[src/rtl/bdt_pkg.sv]
// ============================================================================
// bdt_pkg: shared definitions for the bonded device table
// Types, operation and state codes, field widths and the command and status
// groups that pass between the controller and the datapath.
// ============================================================================
package bdt_pkg;

  localparam int unsigned BDT_ENTRIES = 16;

  localparam int unsigned OP_W      = 2;
  localparam int unsigned SLOT_W    = 4;
  localparam int unsigned TYPE_W    = 8;
  localparam int unsigned ADDR_W    = 48;
  localparam int unsigned SEQ_W     = 32;
  localparam int unsigned CNT_OUT_W = 5;

  localparam int unsigned IN_TUSER_W  = OP_W;
  localparam int unsigned IN_TDATA_W  = 64;
  localparam int unsigned OUT_TDATA_W = 72;

  // Output beat layout, lowest bit first.
  localparam int unsigned OUT_STATUS_LSB = 0;
  localparam int unsigned OUT_SLOT_LSB   = 1;
  localparam int unsigned OUT_TYPE_LSB   = OUT_SLOT_LSB + SLOT_W;
  localparam int unsigned OUT_ADDR_LSB   = OUT_TYPE_LSB + TYPE_W;
  localparam int unsigned OUT_CNT_LSB    = OUT_ADDR_LSB + ADDR_W;
  localparam int unsigned OUT_USED_W     = OUT_CNT_LSB + CNT_OUT_W;

  // Input beat layout, lowest bit first.
  localparam int unsigned IN_SLOT_LSB = 0;
  localparam int unsigned IN_TYPE_LSB = IN_SLOT_LSB + SLOT_W;
  localparam int unsigned IN_ADDR_LSB = IN_TYPE_LSB + TYPE_W;

  typedef enum logic [OP_W-1:0] {
    OP_ADD    = 2'd0,
    OP_REMOVE = 2'd1,
    OP_READ   = 2'd2,
    OP_COUNT  = 2'd3
  } bdt_op_t;

  typedef enum logic [2:0] {
    ST_IDLE,
    ST_SCAN,
    ST_DRAIN,
    ST_RDSLOT,
    ST_DONE
  } bdt_state_t;

  typedef struct packed {
    logic [TYPE_W-1:0] peer_type;
    logic [ADDR_W-1:0] peer_addr;
    logic [SEQ_W-1:0]  seq;
  } bdt_entry_t;

  // Controller to datapath.
  typedef struct packed {
    logic cap;      // latch the accepted beat and clear the scan state
    logic scan_rd;  // read the slot under the scan counter, then advance it
    logic slot_rd;  // read the slot named by the request
    logic commit;   // apply the operation and load the result register
  } bdt_cmd_t;

  // Datapath to controller.
  typedef struct packed {
    bdt_op_t in_op;     // opcode of the beat on the input port
    logic    scan_last; // scan counter is at the last slot
    logic    out_busy;  // result register holds a beat not yet taken
  } bdt_sts_t;

endpackage

[src/rtl/bonded_device_table_unit.sv]
// An add scans the slot memory one slot per cycle through its registered
// read port before it commits; a read fetches the named slot first, and a
// remove or count goes straight to the commit. One request is in flight at
// a time; a finished result waits in the output register while the next
// request is taken.
// Reset (synchronous, active low) empties every slot and clears the count.
// ============================================================================
// bonded_device_table_unit: table of bonded peer devices
// A fixed set of slots, each holding an address type, a 48-bit address and
// a store sequence number. Add reuses the slot that already holds the same
// device, else the highest-numbered empty slot, else the least recently
// stored slot. Remove, read and count act on the valid marks and the count.
// ============================================================================
module bonded_device_table_unit #(
  parameter int unsigned ENTRIES = bdt_pkg::BDT_ENTRIES
) (
  input  logic                            clk,
  input  logic                            rst_n,
  // Request channel.
  input  logic                            in_tvalid,
  output logic                            in_tready,
  // in_tdata, low bit up: slot[3:0], peer_type[11:4], peer_addr[59:12],
  // zero fill [63:60].
  input  logic [bdt_pkg::IN_TDATA_W-1:0]  in_tdata,
  // in_tuser: opcode[1:0] (add, remove, read slot, read count).
  input  logic [bdt_pkg::IN_TUSER_W-1:0]  in_tuser,
  // Result channel.
  output logic                            out_tvalid,
  input  logic                            out_tready,
  // out_tdata, low bit up: status[0], result_slot[4:1], result_type[12:5],
  // result_addr[60:13], entry_count[65:61], zero fill [71:66].
  output logic [bdt_pkg::OUT_TDATA_W-1:0] out_tdata
);
  import bdt_pkg::*;

  bdt_cmd_t cmd;
  bdt_sts_t sts;

  // The controller only sequences; every stored value lives in the datapath.
  bdt_ctrl u_ctrl (
    .clk       (clk),
    .rst_n     (rst_n),
    .in_tvalid (in_tvalid),
    .in_tready (in_tready),
    .sts       (sts),
    .cmd       (cmd)
  );

  // The datapath scans one slot per cycle during an add and keeps the
  // result in its output register until the downstream side takes the beat.
  bdt_dp #(
    .ENTRIES (ENTRIES)
  ) u_dp (
    .clk        (clk),
    .rst_n      (rst_n),
    .in_tdata   (in_tdata),
    .in_tuser   (in_tuser),
    .out_tvalid (out_tvalid),
    .out_tready (out_tready),
    .out_tdata  (out_tdata),
    .cmd        (cmd),
    .sts        (sts)
  );

endmodule

[src/rtl/bdt_ctrl.sv]
// ============================================================================
// bdt_ctrl: operation sequencer
// Accepts one request at a time, steps the slot scan or the slot read, and
// commits the operation once the result register is free.
// ============================================================================
module bdt_ctrl (
  input  logic              clk,
  input  logic              rst_n,
  input  logic              in_tvalid,
  output logic              in_tready,
  input  bdt_pkg::bdt_sts_t sts,
  output bdt_pkg::bdt_cmd_t cmd
);
  import bdt_pkg::*;

  bdt_state_t state_r, state_nxt;

  always_ff @(posedge clk) begin
    if (!rst_n) begin
      state_r <= ST_IDLE;
    end else begin
      state_r <= state_nxt;
    end
  end

  always_comb begin
    state_nxt = state_r;
    cmd       = '0;
    in_tready = 1'b0;
    unique case (state_r)
      ST_IDLE: begin
        in_tready = 1'b1;
        if (in_tvalid) begin
          cmd.cap = 1'b1;
          unique case (sts.in_op)
            OP_ADD:  state_nxt = ST_SCAN;
            OP_READ: state_nxt = ST_RDSLOT;
            default: state_nxt = ST_DONE;
          endcase
        end
      end
      ST_SCAN: begin
        cmd.scan_rd = 1'b1;
        if (sts.scan_last) begin
          state_nxt = ST_DRAIN;
        end
      end
      ST_DRAIN: begin
        // The last slot read is compared in this cycle.
        state_nxt = ST_DONE;
      end
      ST_RDSLOT: begin
        cmd.slot_rd = 1'b1;
        state_nxt   = ST_DONE;
      end
      ST_DONE: begin
        if (!sts.out_busy) begin
          cmd.commit = 1'b1;
          state_nxt  = ST_IDLE;
        end
      end
      default: begin
        state_nxt = ST_IDLE;
      end
    endcase
  end

endmodule

[src/rtl/bdt_dp.sv]
// ============================================================================
// bdt_dp: slot storage, scan logic and result register
// Holds the slot memory and valid bits, evaluates one slot per cycle during
// an add, and applies each operation when the controller commits it.
// ============================================================================
module bdt_dp #(
  parameter int unsigned ENTRIES = bdt_pkg::BDT_ENTRIES
) (
  input  logic                                clk,
  input  logic                                rst_n,
  input  logic [bdt_pkg::IN_TDATA_W-1:0]      in_tdata,
  input  logic [bdt_pkg::IN_TUSER_W-1:0]      in_tuser,
  output logic                                out_tvalid,
  input  logic                                out_tready,
  output logic [bdt_pkg::OUT_TDATA_W-1:0]     out_tdata,
  input  bdt_pkg::bdt_cmd_t                   cmd,
  output bdt_pkg::bdt_sts_t                   sts
);
  import bdt_pkg::*;

  localparam int unsigned IW = (ENTRIES > 1) ? $clog2(ENTRIES) : 1;
  localparam int unsigned CW = $clog2(ENTRIES + 1);
  localparam logic [IW-1:0] LAST_IDX = IW'(ENTRIES - 1);

  // Storage.
  bdt_entry_t mem [ENTRIES];
  bdt_entry_t rd_data_r;
  logic [ENTRIES-1:0] valid_r, valid_nxt;
  logic [CW-1:0]      count_r, count_nxt;

  // Latched request.
  bdt_op_t           op_r;
  logic [SLOT_W-1:0] slot_r;
  logic [TYPE_W-1:0] type_r;
  logic [ADDR_W-1:0] addr_r;

  // Scan state.
  logic [IW-1:0]    scan_cnt_r, scan_cnt_nxt;
  logic             proc_r;
  logic [IW-1:0]    proc_idx_r;
  logic             have_match_r, have_match_nxt;
  logic             have_empty_r, have_empty_nxt;
  logic             have_low_r, have_low_nxt;
  logic [IW-1:0]    match_at_r, match_at_nxt;
  logic [IW-1:0]    empty_at_r, empty_at_nxt;
  logic [IW-1:0]    low_at_r, low_at_nxt;
  logic [SEQ_W-1:0] highest_r, highest_nxt;
  logic [SEQ_W-1:0] lowest_r, lowest_nxt;

  // Commit.
  logic [IW-1:0]    slot_idx;
  logic             slot_present;
  logic [IW-1:0]    use_idx;
  logic             mem_we;
  bdt_entry_t       wr_entry;
  logic [IW-1:0]    rd_addr;

  // Result register.
  logic              out_vld_r, out_vld_nxt;
  logic              o_status_r;
  logic [SLOT_W-1:0] o_slot_r;
  logic [TYPE_W-1:0] o_type_r;
  logic [ADDR_W-1:0] o_addr_r;
  logic [CNT_OUT_W-1:0] o_count_r;
  logic              o_status_nxt;
  logic [SLOT_W-1:0] o_slot_nxt;
  logic [TYPE_W-1:0] o_type_nxt;
  logic [ADDR_W-1:0] o_addr_nxt;

  assign sts.in_op     = bdt_op_t'(in_tuser);
  assign sts.scan_last = (scan_cnt_r == LAST_IDX);
  assign sts.out_busy  = out_vld_r && !out_tready;

  assign slot_idx     = IW'(slot_r);
  assign slot_present = ({{(32-SLOT_W){1'b0}}, slot_r} < 32'(ENTRIES)) && valid_r[slot_idx];
  assign rd_addr      = cmd.slot_rd ? slot_idx : scan_cnt_r;

  // Request latch.
  always_ff @(posedge clk) begin
    if (cmd.cap) begin
      op_r   <= bdt_op_t'(in_tuser);
      slot_r <= in_tdata[IN_SLOT_LSB +: SLOT_W];
      type_r <= in_tdata[IN_TYPE_LSB +: TYPE_W];
      addr_r <= in_tdata[IN_ADDR_LSB +: ADDR_W];
    end
  end

  // Slot memory: one write port, one registered read port.
  always_ff @(posedge clk) begin
    if (mem_we) begin
      mem[use_idx] <= wr_entry;
    end
    if (cmd.scan_rd || cmd.slot_rd) begin
      rd_data_r <= mem[rd_addr];
    end
  end

  // Per-slot evaluation of the entry that arrived from the memory.
  always_comb begin
    scan_cnt_nxt   = scan_cnt_r;
    have_match_nxt = have_match_r;
    have_empty_nxt = have_empty_r;
    have_low_nxt   = have_low_r;
    match_at_nxt   = match_at_r;
    empty_at_nxt   = empty_at_r;
    low_at_nxt     = low_at_r;
    highest_nxt    = highest_r;
    lowest_nxt     = lowest_r;
    if (cmd.cap) begin
      scan_cnt_nxt   = '0;
      have_match_nxt = 1'b0;
      have_empty_nxt = 1'b0;
      have_low_nxt   = 1'b0;
      highest_nxt    = '0;
      lowest_nxt     = '1;
    end else begin
      if (cmd.scan_rd && !sts.scan_last) begin
        scan_cnt_nxt = scan_cnt_r + 1'b1;
      end
      if (proc_r) begin
        if (valid_r[proc_idx_r]) begin
          // The last matching slot wins; the first lowest sequence wins.
          if (rd_data_r.peer_addr == addr_r && rd_data_r.peer_type == type_r) begin
            have_match_nxt = 1'b1;
            match_at_nxt   = proc_idx_r;
          end
          if (rd_data_r.seq > highest_r) begin
            highest_nxt = rd_data_r.seq;
          end
          if (!have_low_r || rd_data_r.seq < lowest_r) begin
            have_low_nxt = 1'b1;
            low_at_nxt   = proc_idx_r;
            lowest_nxt   = rd_data_r.seq;
          end
        end else begin
          have_empty_nxt = 1'b1;
          empty_at_nxt   = proc_idx_r;
        end
      end
    end
  end

  always_ff @(posedge clk) begin
    if (!rst_n) begin
      scan_cnt_r   <= '0;
      proc_r       <= 1'b0;
      have_match_r <= 1'b0;
      have_empty_r <= 1'b0;
      have_low_r   <= 1'b0;
    end else begin
      scan_cnt_r   <= scan_cnt_nxt;
      proc_r       <= cmd.scan_rd;
      have_match_r <= have_match_nxt;
      have_empty_r <= have_empty_nxt;
      have_low_r   <= have_low_nxt;
    end
  end

  always_ff @(posedge clk) begin
    proc_idx_r <= scan_cnt_r;
    match_at_r <= match_at_nxt;
    empty_at_r <= empty_at_nxt;
    low_at_r   <= low_at_nxt;
    highest_r  <= highest_nxt;
    lowest_r   <= lowest_nxt;
  end

  // Operation commit.
  always_comb begin
    priority if (have_match_r) begin
      use_idx = match_at_r;
    end else if (have_empty_r) begin
      use_idx = empty_at_r;
    end else begin
      use_idx = low_at_r;
    end
    wr_entry.peer_type = type_r;
    wr_entry.peer_addr = addr_r;
    wr_entry.seq       = highest_r + 1'b1;

    mem_we       = 1'b0;
    valid_nxt    = valid_r;
    count_nxt    = count_r;
    o_status_nxt = 1'b0;
    o_slot_nxt   = slot_r;
    o_type_nxt   = '0;
    o_addr_nxt   = '0;
    if (cmd.commit) begin
      unique case (op_r)
        OP_ADD: begin
          mem_we             = 1'b1;
          valid_nxt[use_idx] = 1'b1;
          o_slot_nxt         = SLOT_W'(use_idx);
          if (!have_match_r && have_empty_r) begin
            count_nxt = count_r + 1'b1;
          end
        end
        OP_REMOVE: begin
          if (slot_present) begin
            valid_nxt[slot_idx] = 1'b0;
            count_nxt           = count_r - 1'b1;
          end else begin
            o_status_nxt = 1'b1;
          end
        end
        OP_READ: begin
          if (slot_present) begin
            o_type_nxt = rd_data_r.peer_type;
            o_addr_nxt = rd_data_r.peer_addr;
          end else begin
            o_status_nxt = 1'b1;
          end
        end
        OP_COUNT: begin
        end
        default: begin
        end
      endcase
    end
    out_vld_nxt = cmd.commit ? 1'b1 : (out_tready ? 1'b0 : out_vld_r);
  end

  always_ff @(posedge clk) begin
    if (!rst_n) begin
      valid_r   <= '0;
      count_r   <= '0;
      out_vld_r <= 1'b0;
    end else begin
      valid_r   <= valid_nxt;
      count_r   <= count_nxt;
      out_vld_r <= out_vld_nxt;
    end
  end

  always_ff @(posedge clk) begin
    if (cmd.commit) begin
      o_status_r <= o_status_nxt;
      o_slot_r   <= o_slot_nxt;
      o_type_r   <= o_type_nxt;
      o_addr_r   <= o_addr_nxt;
      o_count_r  <= CNT_OUT_W'(count_nxt);
    end
  end

  assign out_tvalid = out_vld_r;
  assign out_tdata  = {{(OUT_TDATA_W-OUT_USED_W){1'b0}},
                       o_count_r, o_addr_r, o_type_r, o_slot_r, o_status_r};

endmodule

[config.mk]
export PLATFORM = sky130hd
export DESIGN_NAME = bonded_device_table_unit
export DESIGN_NICKNAME = d
export VERILOG_FILES = /design/src/rtl/bdt_pkg.sv /design/src/rtl/bonded_device_table_unit.sv /design/src/rtl/bdt_ctrl.sv /design/src/rtl/bdt_dp.sv
export SDC_FILE = /design/constraint.sdc
export NUM_CORES = 2
export LEC_CHECK = 0
export ABC_AREA = 0
export BUFFER_PORTS_ARGS = -buffer_cell sky130_fd_sc_hd__clkbuf_2
export CELL_PAD_IN_SITES_DETAIL_PLACEMENT = 0
export CELL_PAD_IN_SITES_GLOBAL_PLACEMENT = 1
export CORE_AREA = 2 2 444 446
export DETAILED_ROUTE_END_ITERATION = 6
export DIE_AREA = 0 0 446 448
export PLACE_DENSITY_LB_ADDON = 0.1
export SYNTH_ARGS = -nofsm -noshare
export SYNTH_HDL_FRONTEND = slang
export SYNTH_SLANG_ARGS = --single-unit
[constraint.sdc]
create_clock -name clk -period 10.1 [get_ports clk]
set_clock_uncertainty 0.1 [all_clocks]
set_input_delay 1.01 -clock clk [delete_from_list [all_inputs] [get_ports clk]]
set_output_delay 1.01 -clock clk [all_outputs]
set_load 0.005 [all_outputs]
## Word-level counts from Yosys, hierarchy flattened

Memories as Yosys holds them, arrays and structs flattened. A register that Yosys moved wholly into a read port is not among the register bits.
Cells that the tools add are included.

| cells by class | value |
|---|---|
| add/sub/neg operators | 4 |
| $lt $le $gt $ge | 7 |
| equality and inequality tests | 14 |
| multiplexer cells | 37 |
| bitwise operators | 6 |
| reduce and logical (&&, ||, !) cells | 30 |

Operators with widths:

| operator | number |
|---|---|
| $eq 48x48->1 | 1 |
| $add 32x1->32 const B | 1 |
| $gt 32x32->1 | 1 |
| $lt 32x32->1 | 1 |
| $pmux 16 s2 | 1 |
| $mux 1 | 18 |
| $reduce_and 3->1 | 6 |
| $and 16x16->16 | 1 |
| $mux 16 | 1 |
| $mux 4 | 4 |
| $not 16->16 | 1 |
| $or 16x16->16 | 1 |
| $lt 4x5->1 const B | 3 |
| $mux 5 | 3 |
| $pmux 3 s4 | 1 |
| $pmux 5 s2 | 1 |
| $mux 3 | 3 |
| $bmux 1 s4 | 2 |
| $demux 1 s4 | 2 |
| $eq 8x8->1 | 1 |
| $ge 4x1->1 const B | 2 |
| $reduce_and 4->1 | 2 |
| $eq 3x2->1 const B | 2 |
| $logic_and 1x1->1 | 6 |
| 19 further kinds | 33 |

| word-level totals | value |
|---|---|
| register bits after elaboration | 241 |
| bits in writable memories | 1408 |
| memories kept | 1 |

Memory list:

| name | depth | width | read ports | clocked after Yosys merged registers in | write ports | RTL line | source |
|---|---|---|---|---|---|---|---|
| u_dp.mem | 16 | 88 | 1 | 1 | 1 | bdt_dp.sv:26 | `bdt_entry_t mem [ENTRIES];` |

## Depth between registers and ports, before layout

| depth | value |
|---|---|
| depth after elaboration | 8 |
| depth in mapped cells | 11 |
| gate-level depth less buffers | 9 |

## By module

A second synthesis with hierarchy kept.

| second synthesis, totals | value |
|---|---|
| cells, all modules | 3571 |
| area, all modules | 68288.0 µm² |

By module, submodules not included:

| module | times used | cells each | area each (µm²) |
|---|---|---|---|
| bdt_dp | 1 | 3545 | 68092.8 |
| bdt_ctrl | 1 | 26 | 195.2 |

## Worst setup path after synthesis

OpenSTA, ideal clock, no wires.

| timing | value |
|---|---|
| path kind | input port to flip-flop |
| from | input out_tready |
| to | memory u_dp.mem[7][0] in the netlist's numbering (enable) |
| data arrival time | 7.629 ns |
| required time | 9.464 ns |
| setup slack | 1.836 ns |
| stages on the path | 6 |
| path buffers | 1 |
| cell sequence | nand2b_1 -> nand2b_1 -> inv_1 -> clkbuf_1 -> nand3_1 -> nor2_1 |

RTL lines:

| item | RTL line | source |
|---|---|---|
| start, declared | bonded_device_table_unit.sv:29 | `input logic out_tready,` |
| end, declared | bdt_dp.sv:26 |  |

## Final worst setup path

| timing | value |
|---|---|
| from | register u_ctrl.state_r[2] |
| to | memory u_dp.mem[11][18] in the netlist's numbering (enable) |

| between the ends | value |
|---|---|
| word-level cells in the longest chain between the ends | 5 |

RTL lines:

| item | RTL line | source |
|---|---|---|
| start, declared | bdt_ctrl.sv:16 | `bdt_state_t state_r, state_nxt;` |
| start signal, assigned | bdt_ctrl.sv:22 | `state_r <= state_nxt;` |
| $eq 3x3->1 | bdt_ctrl.sv:30 | `unique case (state_r)` |
| $mux 1 | bdt_ctrl.sv:30 |  |
| $mux 1 | bdt_dp.sv:188 | `if (cmd.commit) begin` |
| $mux 1 | bdt_dp.sv:90 | `if (mem_we) begin` |
| $mux 1 (implied by the code) | bdt_dp.sv:91 | `mem[use_idx] <= wr_entry;` |

Every way passes these cells.

==> metrics <==
Final Hold Fails 0; largest net degree at the start of global routing 112; layout cells sized above 1 between 20% and 30%; detailed placement HPWL 92.8 mm; top cell type's share of synthesized area between 70 and 80%; post-route setup TNS 0 ns; FF/Latch Area 51100 um2; gr usage total 18.5%; post-CTS sizing 0; Sink Count 1737; hold_buf cts 0; post-layout min period 5.65 ns; Tcrit/Tclk final a little under three fifths; Cell Count, Final, Fillers Out 6470; CP cell instances or3b_1, nand2b_1, inv_4, buf_4, nand3_1, nor2_4, buf_4, buf_4; # rows 162; nature of the critical path startpoint flop; status finished, final reports clean; post-route cell area 77800 um2; worst rel slew slack roughly 16%; list of most frequent post-synthesis cells edfxtp_1 (1636), mux4_2 (357), nand2_1 (248), nand3_1 (127), clkbuf_1 (115); synthesized area 68000 um2; first-iteration detailed-routing DRC count 2703; Post-synth EDFFs 1636; Die H 448 um; Lkg Pwr 0.0267 uW; total gr overflow 0; largest area contributor in the netlist edfxtp_1; Slew @ Worst Pin 1.25 ns; CTS tree built; Max Clk Rate between 150 and 200 MHz; later-pin clock latency in the skew report 0.83 ns; starting density of the core 34.9%; Buffers on Ports between 100 and 150; type of the worst setup path reg -> reg; DRT antenna net count 0; vias in the first global route 35647; Final setup viols 0; Top Usage Layer GRT met2; max-cap violations 0; filler cell count 17604; Vias/cell between 5 and 6; Crit Path Max Fanout 47; Top FF cell, synth edfxtp_1; post-CTS setup buffer count 0; DRC violations left 0; multi-input logic area ~16000 um2; largest cells by area after synthesis edfxtp_1 (72%), mux4_2 (12%), dfxtp_1 (3.0%), nand2_1 (1.4%), ha_1 (1.3%); worst vdd ir 0.000165 V; max-slew violations 0; most used cell, CP buf_4; number of distinct library cells after synthesis between 50 and 60; H-tree levels 4; Post-Synthesis Cells 3563; Post-synth ARST share 0%; Power Dens Cells 194 nW/um2; CP required 10.45 ns; Post-Place Cells 6124; RSZ-0062 raised after global routing false; met3 Resource Use GR 2.58%; Yosys reg bits roughly 1700; count leader, synth edfxtp_1; initial antenna violation count 3; layout net count 3914; met2 usage 31.4%; Ys Warns 0; CTS Buf Count between 150 and 200; area of placed instances roughly 72000 um2; crit-path max cell delay around 0.89 ns; clock root buffer master clkbuf_16; vias 33768; die area 200000 um2; CP arrival 6.00 ns; P&R area growth vs syn 14.5%; Core ar. 195000 um2; delay-heaviest family, CP buffers and inverters; Final GP Congestion 0.719; routed length per instance between 20 and 30 um; Syn Area/Cell 19.1 um2; Die Width around 450 um; Worst Path Buf+Inv 4; Post-Route WL 184 mm; slowest CP cell nor2_4; DR pass1 iterations 5; CTS Buffer Depth 3; Ports 144; register area share after synthesis 75.2%; first-pass GRT wire length 263 mm; grt met1 use 24.8%; clock slew seen by the registers of the worst setup and hold paths 0.06 ns; Worst setup EP type flop; Hold WC Path Type in -> reg
==> flip-flops by register name (all words and copies together), names as in the netlist, 16 cells and up <==
signal          cells
u_dp.rd_data_r     88
u_dp.lowest_r      32
u_dp.valid_r       16
u_dp.mem         1408
u_dp.highest_r     32
u_dp.o_addr_r      48
u_dp.addr_r        48
==> stage by stage <==
stage / util (%) / hold slack (ns) / setup slack, ns / power (uW)
2_1_floorplan: - / 0.291 / 1.84 / 8360
3_3_place_gp: 36.9 / 0.339 / 4.03 / 8550
3_5_place_dp: 36.9 / 0.341 / 4.04 / 8550
4_1_cts: 40.0 / 0.172 / 4.30 / 15300
5_1_grt: 40.0 / 0.197 / 4.19 / 15600
6_report: 40.0 / 0.251 / 4.45 / 15100
==> cells in the final DEF (no fill, tap or decap), types with 88 or more instances in the layout <==
cell,instances
edfxtp_1,1636
mux4_2,356
nand2_1,247
clkbuf_16,189
clkbuf_2,133
nand3_1,127
dfxtp_1,101
and2_1,98
o21ai_0,92
a31oi_1,90
a211oi_1,88
==> final cells by class <==
cell class                 count  area share (%)
clock inverter                96            1.22
inverter                      77           0.378
multi-input combinational   1558            20.3
sequential                  1737            65.7
tap                         2542            4.09
antenna                        3         0.00964
clock buffer                 246            6.43
timing repair buffer         211            1.86
==> logic make-up after synthesis <==
kind of cell	count (synthesis)	synth area share [%]
flops	1737	75.2
simple gates	662	4.81
mux	378	12.3
compound gates	354	3.37
buf+inv	273	1.91
xor+xnor	88	1.13
fa+ha+maj	70	1.29
other cells	1	0.00551
==> report_power, final <==
part | switching, uW | leakage, uW | internal, uW | total (uW)
clock | 2900 | 0.00288 | 3790 | 6690
sequential | 105 | 0.0168 | 7910 | 8020
combinational | 223 | 0.00705 | 140 | 363
==> layer usage <==
layer / part of all wire [%] / wire (um)
met3: 3.4 / 6230
met1: 44 / 80700
met4: 2.5 / 4520
met5: 0 / 0
met2: 50 / 92500
==> worst paths after layout <==
path,slack [ns],start,endpoint,cells past startpoint
max reg2reg,4.45,u_ctrl.state_r[2],u_dp.mem[11][18],8
min reg2reg,0.35,u_dp.scan_cnt_r[1],u_dp.proc_idx_r[1],0
max,4.45,u_ctrl.state_r[2],u_dp.mem[11][18],8
min,0.25,in_tdata[57],u_dp.addr_r[45],1
No activity file was read; power rests on OpenSTA's default activity.
